### src/hw/rtl/qrfm_pkg.sv
package qrfm_pkg;

  localparam int unsigned VersionMin = 1;
  localparam int unsigned VersionMax = 40;
  localparam int unsigned NumVersions = VersionMax - VersionMin + 1;
  localparam int unsigned NumCenters = 7;

  typedef logic [7:0] coord_t;

  // Request and result payloads
  typedef struct packed {
    logic [5:0] symbol_version;
    logic [7:0] module_col;
    logic [7:0] module_row;
  } in_item_t;

  typedef struct packed {
    logic       is_data;
    logic       coord_valid;
    logic [7:0] side_length;
  } out_item_t;

  // Decoded version plus coordinates, first pipeline register
  typedef struct packed {
    logic                         ver_ok;
    logic                         ver7;
    coord_t                       col;
    coord_t                       row;
    coord_t                       side;
    coord_t                       side_m7;
    coord_t                       side_m8;
    coord_t                       side_m11;
    logic [NumCenters-1:0][7:0]   centers;
    logic [2:0]                   n_centers;
  } dec_t;

  // Fixed-region classification
  typedef struct packed {
    logic in_symbol;
    logic fixed_func;
  } region_t;

  // Second pipeline register
  typedef struct packed {
    logic                  coord_valid;
    coord_t                side;
    logic                  fixed_func;
    logic [NumCenters-1:0] near_x;
    logic [NumCenters-1:0] near_y;
    logic [NumCenters-1:0] last;
  } st2_t;

  // Alignment center coordinates per version, row = version - 1, zero = unused
  localparam logic [7:0] ALIGN_POS [NumVersions][NumCenters] = '{
    '{0,0,0,0,0,0,0},          '{6,18,0,0,0,0,0},         '{6,22,0,0,0,0,0},
    '{6,26,0,0,0,0,0},         '{6,30,0,0,0,0,0},         '{6,34,0,0,0,0,0},
    '{6,22,38,0,0,0,0},        '{6,24,42,0,0,0,0},        '{6,26,46,0,0,0,0},
    '{6,28,50,0,0,0,0},        '{6,30,54,0,0,0,0},        '{6,32,58,0,0,0,0},
    '{6,34,62,0,0,0,0},        '{6,26,46,66,0,0,0},       '{6,26,48,70,0,0,0},
    '{6,26,50,74,0,0,0},       '{6,30,54,78,0,0,0},       '{6,30,56,82,0,0,0},
    '{6,30,58,86,0,0,0},       '{6,34,62,90,0,0,0},       '{6,28,50,72,94,0,0},
    '{6,26,50,74,98,0,0},      '{6,30,54,78,102,0,0},     '{6,28,54,80,106,0,0},
    '{6,32,58,84,110,0,0},     '{6,30,58,86,114,0,0},     '{6,34,62,90,118,0,0},
    '{6,26,50,74,98,122,0},    '{6,30,54,78,102,126,0},   '{6,26,52,78,104,130,0},
    '{6,30,56,82,108,134,0},   '{6,34,60,86,112,138,0},   '{6,30,58,86,114,142,0},
    '{6,34,62,90,118,146,0},   '{6,30,54,78,102,126,150}, '{6,24,50,76,102,128,154},
    '{6,28,54,80,106,132,158}, '{6,32,58,84,110,136,162}, '{6,26,54,82,110,138,166},
    '{6,30,58,86,114,142,170}
  };

  // Number of alignment centers per axis, version / 7 + 2, none below version 2
  function automatic logic [2:0] align_count(logic [5:0] ver);
    logic [2:0] cnt;
    if (ver < 6'd2) begin
      cnt = 3'd0;
    end else if (ver < 6'd7) begin
      cnt = 3'd2;
    end else if (ver < 6'd14) begin
      cnt = 3'd3;
    end else if (ver < 6'd21) begin
      cnt = 3'd4;
    end else if (ver < 6'd28) begin
      cnt = 3'd5;
    end else if (ver < 6'd35) begin
      cnt = 3'd6;
    end else begin
      cnt = 3'd7;
    end
    return cnt;
  endfunction

endpackage

### src/hw/rtl/qr_function_module_mask.sv
// QR function-module mask.
// A request carries a symbol version and one module coordinate (column, row);
// the result says whether that module holds data, whether the coordinate lies
// inside a symbol of a legal version, and the symbol side length.
// Both channels use valid/ready; a request is taken when in_valid_i and
// in_ready_o are high at a clock edge, a result when out_valid_o and
// out_ready_i are high.
// A taken request moves through dec_q, st2_q and out_q in that order; its
// result is shown from out_q. Throughput: one request per cycle while the
// receiver takes results; three register stages (version decode and center
// lookup, region compares, alignment pair merge) each hold one item.
// When the receiver stalls, the pipeline fills its empty stages and then drops
// in_ready_o; the waiting result holds steady and nothing is lost or repeated.
// Reset (rst_ni low, asynchronous) empties all stages; no result is shown
// until new requests arrive. The block keeps no state between requests.
module qr_function_module_mask (
  input  logic                 clk_i,
  input  logic                 rst_ni,
  input  logic                 in_valid_i,
  output logic                 in_ready_o,
  input  qrfm_pkg::in_item_t   in_data_i,
  output logic                 out_valid_o,
  input  logic                 out_ready_i,
  output qrfm_pkg::out_item_t  out_data_o
);

  logic v1_q, v2_q, v3_q;
  logic en1, en2, en3;

  qrfm_pkg::dec_t    dec_d, dec_q;
  qrfm_pkg::region_t region;
  qrfm_pkg::st2_t    st2_d, st2_q;
  qrfm_pkg::out_item_t out_d, out_q;

  logic [5:0] ver;
  logic [5:0] ver_idx;
  logic       ver_ok;
  logic [7:0] ver_x4;
  logic       align_hit;

  // Advance each stage when the one after it can take its item
  assign en3 = !v3_q || out_ready_i;
  assign en2 = !v2_q || en3;
  assign en1 = !v1_q || en2;
  assign in_ready_o = en1;

  always_ff @(posedge clk_i or negedge rst_ni) begin
    if (!rst_ni) begin
      v1_q <= 1'b0;
      v2_q <= 1'b0;
      v3_q <= 1'b0;
    end else begin
      if (en1) v1_q <= in_valid_i;
      if (en2) v2_q <= v1_q;
      if (en3) v3_q <= v2_q;
    end
  end

  // Stage 1: decode version, look up alignment centers
  assign ver     = in_data_i.symbol_version;
  assign ver_ok  = (ver >= 6'(qrfm_pkg::VersionMin)) && (ver <= 6'(qrfm_pkg::VersionMax));
  assign ver_idx = ver_ok ? (ver - 6'(qrfm_pkg::VersionMin)) : 6'd0;
  assign ver_x4  = {ver, 2'b00};

  always_comb begin
    dec_d.ver_ok    = ver_ok;
    dec_d.ver7      = ver >= 6'd7;
    dec_d.col       = in_data_i.module_col;
    dec_d.row       = in_data_i.module_row;
    dec_d.side      = ver_ok ? (ver_x4 + 8'd17) : 8'd0;
    dec_d.side_m7   = ver_x4 + 8'd10;
    dec_d.side_m8   = ver_x4 + 8'd9;
    dec_d.side_m11  = ver_x4 + 8'd6;
    dec_d.n_centers = ver_ok ? qrfm_pkg::align_count(ver) : 3'd0;
    for (int i = 0; i < qrfm_pkg::NumCenters; i++) begin
      dec_d.centers[i] = qrfm_pkg::ALIGN_POS[ver_idx][i];
    end
  end

  always_ff @(posedge clk_i) begin
    if (en1) dec_q <= dec_d;
  end

  // Stage 2: fixed regions and per-center proximity
  qrfm_regions u_regions (
    .dec_i    (dec_q),
    .region_o (region)
  );

  always_comb begin
    st2_d.coord_valid = region.in_symbol;
    st2_d.side        = dec_q.side;
    st2_d.fixed_func  = region.fixed_func;
    for (int i = 0; i < qrfm_pkg::NumCenters; i++) begin
      st2_d.near_x[i] = (3'(i) < dec_q.n_centers) &&
                        ({1'b0, dec_q.col} + 9'd2 >= {1'b0, dec_q.centers[i]}) &&
                        ({1'b0, dec_q.col} <= {1'b0, dec_q.centers[i]} + 9'd2);
      st2_d.near_y[i] = (3'(i) < dec_q.n_centers) &&
                        ({1'b0, dec_q.row} + 9'd2 >= {1'b0, dec_q.centers[i]}) &&
                        ({1'b0, dec_q.row} <= {1'b0, dec_q.centers[i]} + 9'd2);
      st2_d.last[i]   = (dec_q.n_centers != 3'd0) && (3'(i) == dec_q.n_centers - 3'd1);
    end
  end

  always_ff @(posedge clk_i) begin
    if (en2) st2_q <= st2_d;
  end

  // Stage 3: merge center pairs, drop the three finder-corner pairs
  always_comb begin
    align_hit = 1'b0;
    for (int i = 0; i < qrfm_pkg::NumCenters; i++) begin
      for (int j = 0; j < qrfm_pkg::NumCenters; j++) begin
        if (st2_q.near_x[i] && st2_q.near_y[j] &&
            !((i == 0 && j == 0) || (i == 0 && st2_q.last[j]) ||
              (st2_q.last[i] && j == 0))) begin
          align_hit = 1'b1;
        end
      end
    end
    out_d.coord_valid = st2_q.coord_valid;
    out_d.side_length = st2_q.side;
    out_d.is_data     = st2_q.coord_valid && !st2_q.fixed_func && !align_hit;
  end

  always_ff @(posedge clk_i) begin
    if (en3) out_q <= out_d;
  end

  assign out_valid_o = v3_q;
  assign out_data_o  = out_q;

endmodule

### src/hw/rtl/qrfm_regions.sv
module qrfm_regions (
  input  qrfm_pkg::dec_t    dec_i,
  output qrfm_pkg::region_t region_o
);

  qrfm_pkg::coord_t x;
  qrfm_pkg::coord_t y;
  logic finder;
  logic separator;
  logic timing;
  logic format;
  logic dark;
  logic version_area;

  assign x = dec_i.col;
  assign y = dec_i.row;

  // Inside the symbol only with a good version (side is zero otherwise)
  assign region_o.in_symbol = dec_i.ver_ok && (x < dec_i.side) && (y < dec_i.side);

  // Three finder patterns
  assign finder = (x < 8'd7 && y < 8'd7) ||
                  (x >= dec_i.side_m7 && y < 8'd7) ||
                  (x < 8'd7 && y >= dec_i.side_m7);

  // Separators around the finders
  assign separator = (x == 8'd7 && y < 8'd8) ||
                     (y == 8'd7 && x < 8'd7) ||
                     (x == dec_i.side_m8 && y < 8'd8) ||
                     (y == 8'd7 && x >= dec_i.side_m7) ||
                     (y == dec_i.side_m8 && x < 8'd8) ||
                     (x == 8'd7 && y >= dec_i.side_m7);

  // Timing row and column
  assign timing = (y == 8'd6 && x >= 8'd8 && x < dec_i.side_m8) ||
                  (x == 8'd6 && y >= 8'd8 && y < dec_i.side_m8);

  // Format information areas
  assign format = (x == 8'd8 && y < 8'd6) ||
                  (x == 8'd8 && (y == 8'd7 || y == 8'd8)) ||
                  (x == 8'd7 && y == 8'd8) ||
                  (y == 8'd8 && x < 8'd6) ||
                  (y == 8'd8 && x >= dec_i.side_m8) ||
                  (x == 8'd8 && y >= dec_i.side_m7);

  assign dark = (x == 8'd8) && (y == dec_i.side_m8);

  // Version information blocks, version 7 and above
  assign version_area = dec_i.ver7 &&
      ((x >= dec_i.side_m11 && x < dec_i.side_m8 && y < 8'd6) ||
       (x < 8'd6 && y >= dec_i.side_m11 && y < dec_i.side_m8));

  assign region_o.fixed_func = finder | separator | timing | format | dark | version_area;

endmodule

### config.mk
export PLATFORM = sky130hd
export DESIGN_NAME = qr_function_module_mask
export DESIGN_NICKNAME = d
export VERILOG_FILES = /design/src/hw/rtl/qrfm_pkg.sv /design/src/hw/rtl/qr_function_module_mask.sv /design/src/hw/rtl/qrfm_regions.sv
export SDC_FILE = /design/constraint.sdc
export NUM_CORES = 1
export LEC_CHECK = 0
export BUFFER_PORTS_ARGS = -buffer_cell sky130_fd_sc_hd__buf_2
export CORE_ASPECT_RATIO = 0.7
export CORE_UTILIZATION = 25
export DETAILED_ROUTE_END_ITERATION = 7
export PLACE_DENSITY = 0.43
export SLEW_MARGIN = 20
export SYNTH_ARGS = -nofsm -noshare
export SYNTH_HDL_FRONTEND = slang
export SYNTH_SLANG_ARGS = --single-unit
### constraint.sdc
create_clock -name clk_i -period 6.4 [get_ports clk_i]
set_input_delay 0.64 -clock clk_i [delete_from_list [all_inputs] [get_ports clk_i]]
set_output_delay 0.64 -clock clk_i [all_outputs]
set_load 0.02 [all_outputs]
## Yosys cells after proc, flatten, opt, wreduce, memory -nomap -nowiden

Memory sizes are Yosys's and may differ from the RTL's. A register that Yosys moved wholly into a read port is not among the register bits.
Cells that the tools add are included.

| storage, ports and cells | value |
|---|---|
| memory bits (read-only) | 3584 |
| word-level logic and storage cells | 334 |
| output and inout port bits | 12 |
| memories | 1 |
| input bits | 26 |
| bits in registers | 97 |

| operators by class | value |
|---|---|
| bitwise logic cells | 7 |
| reduce and logical (&&, ||, !) cells | 159 |
| multiplexer cells | 54 |
| add/sub/neg operators | 15 |
| order comparisons | 61 |
| equality and inequality tests | 14 |

Memories:

| memory | words | width | rd ports | clocked after memory_dff | wr ports | RTL line | source |
|---|---|---|---|---|---|---|---|
| (no name shown) | 64 | 56 | 1 | 1 | 0 | qr_function_module_mask.sv:76 | `dec_d.centers[i] = qrfm_pkg::ALIGN_POS[ver_idx][i];` |

Operators with widths:

| kind | number |
|---|---|
| >= comparator 9 x 8 -> 1 bit | 14 |
| less-or-equal comparator 8 x 9 -> 1 bit | 14 |
| logical AND 1 bit | 125 |
| adder 8 x 2 -> 9 bit (second input constant) | 9 |
| two-way mux 1 bit | 49 |
| >= comparator 8 bit | 5 |
| equality test 8 x 3 -> 1 bit (second input constant) | 4 |
| less-than comparator 8 x 3 -> 1 bit (second input constant) | 4 |
| less-than comparator 8 bit | 4 |
| logical OR 1 bit | 18 |
| adder 8 x 4 -> 8 bit (second input constant) | 2 |
| equality test 8 x 4 -> 1 bit (second input constant) | 2 |
| equality test 8 bit | 2 |
| >= comparator 8 x 4 -> 1 bit (second input constant) | 2 |
| less-than comparator 8 x 4 -> 1 bit (second input constant) | 2 |
| less-than comparator 6 x 5 -> 1 bit (second input constant) | 2 |
| logical NOT 1 bit | 11 |
| equality test 3 bit (first input constant) | 3 |
| less-than comparator 3 bit (first input constant) | 3 |
| adder 8 x 3 -> 8 bit (second input constant) | 1 |
| adder 8 x 5 -> 8 bit (second input constant) | 1 |
| NOT 6 -> 7 bit | 1 |
| equality test 2 x 3 -> 1 bit (first input constant) | 2 |
| >= comparator 6 x 1 -> 1 bit (second input constant) | 1 |
| other kinds (21) | 29 |

## Depth between registers and ports, before layout

| depth | value |
|---|---|
| depth in word-level cells | 52 |
| gate-level depth with buffers | 14 |
| gate-level depth less buffers | 13 |

## Modules after synthesis

Synthesis repeated with hierarchy kept, for this count alone.

| second synthesis, totals | value |
|---|---|
| cell total of the unflattened synthesis | 1178 |
| area total of the unflattened synthesis | 11143.2 sq um |

Modules (own cells, without submodules):

| module | sequential area each (sq um) | cells each | area an instance (sq um) | instances |
|---|---|---|---|---|
| qr_function_module_mask | 3408.3 | 976 | 9555.4 | 1 |
| qrfm_regions | 0.0 | 202 | 1587.8 | 1 |

## Worst setup path before layout

No wires, ideal clock.

| timing path | value |
|---|---|
| path kind | input-to-reg |
| from | input port out_ready_i |
| to | register dec_q[0] in the netlist's numbering (enable) |
| buffers on the path | 0 |
| slack | 2.315 ns |
| cell stages on the path | 1 |
| arrival time | 2.918 ns |
| data required time | 5.233 ns |
| library setup time | 1.167 ns |
| path through | nand4b_1 |

| between the ends | value |
|---|---|
| longest elaborated chain between the ends | 3 |

RTL lines:

| element | RTL line | source |
|---|---|---|
| start, declared | qr_function_module_mask.sv:23 | `input logic out_ready_i,` |
| logical OR 1 bit | qr_function_module_mask.sv:42 | `assign en3 = !v3_q \|\| out_ready_i;` |
| logical OR 1 bit | qr_function_module_mask.sv:43 | `assign en2 = !v2_q \|\| en3;` |
| logical OR 1 bit | qr_function_module_mask.sv:44 | `assign en1 = !v1_q \|\| en2;` |
| end signal, assigned | qr_function_module_mask.sv:81 | `if (en1) dec_q <= dec_d;` |
| end, declared | qr_function_module_mask.sv:30 | `qrfm_pkg::dec_t dec_d, dec_q;` |

Every way passes these cells.
A chain may end at the register's enable or synchronous reset.

==> flow_metrics.env <==
export IMPL_cts_buffers=17
export IMPL_drc=4
export IMPL_port_buffer_count=36
export IMPL_cp_depth=12
export IMPL_core_area_um2=41300
export IMPL_timing_rr_end="st2_q[13]$_DFFE_PP_"
export IMPL_start_kind="input port"
export IMPL_p_per_area_nw_per_um2=263
export IMPL_synth_area_um2=10500
export IMPL_grt_pass1_vias=8313
export IMPL_leakage_nw=5.05
export IMPL_fin_tns_setup_ns=0
export IMPL_worstPathArrival_ns=3.97
export IMPL_clkTransAtPathRegs_ns=0.06
export IMPL_multi_input_area_um2=6610
export IMPL_path_buf_inv=4
export IMPL_row_count=62
export IMPL_worstSkewPairLatency_ns=0.44
export IMPL_start_util_pct=25.5
export IMPL_tritoncts="yes"
export IMPL_die_y_um=174
export IMPL_netlist_instances=1088
export IMPL_crit_end="dec_q[21]$_DFFE_PP_"
export IMPL_synth_top_family_by_area="adder cells"
export IMPL_fillers=4337
export IMPL_syn_nets=1337
export IMPL_violations="DRC"
export IMPL_cp_max_fo=17
export IMPL_skew_ns=0.0150
export IMPL_cts_root_buf="clkbuf_16"
export IMPL_ir_drop_v=0.000162
export IMPL_synth_distinct_cells=74
export IMPL_synth_fa_ha_area_share_pct=26.5
export IMPL_vias_per_cell=5.10
export IMPL_postSynthAreaPerCell_um2=9.67
export IMPL_clk_path_buf_depth=2
export IMPL_setup_viol=0
export IMPL_overflow=0
export IMPL_cap_viol_max_count=0
export IMPL_worstSetupPathType="input port to flip-flop"
export IMPL_vias=8629
export IMPL_critPathCaptureType="flip-flop"
export IMPL_r2r_start="dec_q[92]$_DFFE_PP_"
export IMPL_finalCritPeriodShare_pct=59.4
export IMPL_routed_wl_um=35400
export IMPL_synth_xor_area_share_pct=3.82
export IMPL_max_stage_delay_ns=0.54
export IMPL_die_w_um=247
export IMPL_slew_violations=0
export IMPL_relSlewSlack_pct=27.0
export IMPL_cp_cell_sequence="buf_2 -> inv_1 -> ha_1 -> or3b_4 -> o22ai_4 -> inv_2 -> nand2b_1 -> inv_1 -> ha_1 -> a32oi_1 -> a21oi_1 -> or4_1"
export IMPL_rr_worst_depth=9
export IMPL_drive_above_1_share_pct=9.15
export IMPL_drtAntennaViolNets=0
export IMPL_io_pins=38
export IMPL_cp_required_ns=6.57
export IMPL_area_delta_synth_final_pct=14.3
export IMPL_final_hold_violation_count=0
export IMPL_ys_ff_latch=114
export IMPL_antenna_found_initial=1
export IMPL_synth_mux_area_share_pct=0.499
export IMPL_period_needed_ns=3.80
export IMPL_drt_pass1_iter_count=7
export IMPL_ys_flop_type="edfxtp_1"
export IMPL_synth_edf_count=111
export IMPL_rsz0062_at_grt="no"
export IMPL_fin_area_um2=12000
export IMPL_yosys_area_share_simple_pct=15.0
export IMPL_synth_compound_area_share_pct=16.9
export IMPL_h_tree_depth=4
export IMPL_ff_latch_area_um2=3410
export IMPL_crit_path_start="in_data_i[19]"
export IMPL_cts_setup_buffers=0
export IMPL_grt_pass1_wl_um=53000
export IMPL_grt_max_degree=67
export IMPL_synth_warning_count=0
export IMPL_cts_sinks=114
export IMPL_fmax_ghz=0.263
export IMPL_num_nets_final=1383
export IMPL_wl_per_cell_um=20.9
export IMPL_cp_top_family="simple AND/OR/NAND/NOR gates"
export IMPL_status="finished, violations left"
export IMPL_grt_usage_pct=16.8
export IMPL_die_area_um2=42900
export IMPL_worst_slew_pin_slew_ns=1.09
export IMPL_place_area_um2=11400
export IMPL_synthArstFlopShare_pct=2.63
export IMPL_dp_hpwl_um=26100
export IMPL_min_path_type="input port to flip-flop"
export IMPL_diodes=0
export IMPL_gp_congestion=0.881
export IMPL_drtIter0Drc=890
export IMPL_reg2reg_setup_slack_ns=2.88
export IMPL_yosysSeqAreaShare_pct=32.4
export IMPL_critPathSlowestCell="or4_1"
## worst register-to-register path, stage by stage (launching register included)
cell	delay, ns
edfxtp_1	0.36
buf_4	0.24
inv_1	0.47
ha_1	0.53
ha_1	0.37
a21boi_0	0.19
o21ai_0	0.12
a21oi_1	0.15
nor4_1	0.06
a2111oi_0	0.72
## how the worst min path moves through the flow
stage,from,to,slack (ns),cells past startpoint
floorplan,rst_ni,out_valid_o$_DFFE_PN0P_,0.34,0
global placement,out_d[5]$_DFFE_PP_,out_data_o[5]$_DFFE_PP_,0.40,0
detailed placement,out_d[3]$_DFFE_PP_,out_data_o[3]$_DFFE_PP_,0.41,0
CTS,in_data_i[12],dec_q[103]$_DFFE_PP_,0.35,1
global route,in_data_i[12],dec_q[103]$_DFFE_PP_,0.36,1
finish,in_data_i[11],dec_q[102]$_DFFE_PP_,0.38,1
## what timing repair did
action | CTS | global route
hold endpoints to repair | 3 | 0
gates resized for setup | 0 | 0
hold buffers | 1 | 0
setup endpoints to repair | 0 | 0
## flip-flops by register name, indices dropped and copies added (netlist names)
name / flops
dec_q: 73
out_d: 8
out_data_o: 9
out_valid_o: 1
st2_q: 21
v1_q: 1
v2_q: 1
## layout by cell type (no fill, tap or decap), types with 5 or more instances in the layout
cell	Yosys	layout
ha_1	223	223
edfxtp_1	111	111
inv_1	97	97
a21oi_1	66	66
o21ai_0	62	62
nand2_1	61	61
nor2_1	57	57
nand3_1	44	44
buf_2	8	36
xnor2_1	35	35
nand2b_1	25	25
nor3_1	22	22
buf_4	1	21
o21a_1	20	20
nor2b_1	18	18
clkbuf_16	0	17
nand4_1	14	14
a21o_1	14	14
a21boi_0	13	13
xor2_1	9	9
a22oi_1	9	9
o32ai_1	9	9
o221ai_1	8	8
nor4_1	8	8
or4_1	7	7
o211ai_1	7	7
a211oi_1	7	7
or3_1	7	7
and3_1	6	6
nand3b_1	6	6
o22ai_1	5	5
or2_2	5	5
a2111oi_0	6	5
a31oi_1	5	5
## kinds of logic (layout without fill, tap and decap cells)
kind of cell             after synthesis  in the layout
adder cells (fa/ha/maj)              223            223
XOR/XNOR                              45             45
flip-flops                           114            114
AND/OR/NAND/NOR                      301            301
AO/OA/AOI/OAI                        270            270
other                                  1              1
buffers and inverters                130            189
multiplexers                           4              4
## area by class of cell
cell class	instances	area share (%)
Multi-Input combinational cell	844	54.9
Timing Repair Buffer	58	2.89
Clock inverter	9	1.06
Tap cell	544	5.66
Sequential cell	114	28.3
Inverter	99	3.09
Clock buffer	23	4.06
## routing by layer
layer,global-route usage (%),vias up,part of all wire [%]
met5,0,-,0
met4,4.55,0,1.5
met3,2.60,30,5.6
met2,22.1,290,39
met1,27.2,4149,54
li1,-,4160,-
## metrics by stage
stage | instances | power, mW | hold slack (ns) | utilization [%] | worst slack [ns]
after floorplan | 1088 | 1.78 | 0.344 | - | 2.31
after global placement | 1658 | 2.15 | 0.404 | 27.6 | 2.31
after detailed placement | 1658 | 2.16 | 0.405 | 27.6 | 2.22
after CTS | 1691 | 3.18 | 0.351 | 29.1 | 2.68
after global routing | 1691 | 3.38 | 0.359 | 29.1 | 2.37
final | 1691 | 3.16 | 0.381 | 29.1 | 2.60
## synthesized netlist by cell type, types with 3 or more instances
library cell  count  area (µm²)
nand2b_1         25         156
nor2_1           57         214
o21a_1           20         150
a22oi_1           9        67.6
and3_1            6        37.5
o31ai_1           4        30.0
or2_2             5        31.3
o22ai_1           5        31.3
dfrtp_1           3        75.1
nor4_1            8        50.1
a2111oi_0         6        52.6
a211oi_1          7        52.6
nor3_1           22         110
nand3_1          44         220
clkbuf_1         21        78.8
mux2i_1           3        30.0
a211o_1           4        35.0
nand3b_1          6        45.0
nand4_1          14        87.6
nor2b_1          18         113
a31oi_1           5        31.3
nand2_1          61         229
xnor2_1          35         307
o31a_1            3        26.3
o211ai_1          7        52.6
nand4b_1          3        26.3
a21oi_1          66         330
or3_1             7        43.8
ha_1            223        2790
o32ai_1           9        78.8
nor4_2            3        37.5
nor4b_1           4        35.0
xor2_1            9        78.8
a21boi_0         13        97.6
o21ai_0          62         310
nor3b_1           3        22.5
or4_1             7        52.6
buf_2             8        40.0
a21o_1           14         105
o21bai_1          3        22.5
o221ai_1          8        70.1
inv_1            97         364
edfxtp_1        111        3330
## power breakdown
part | switching, mW | internal [mW]
clock network | 0.349 | 0.650
registers | 0.105 | 0.948
logic | 0.678 | 0.428
Note: power is estimated with default switching activity, not from simulation.
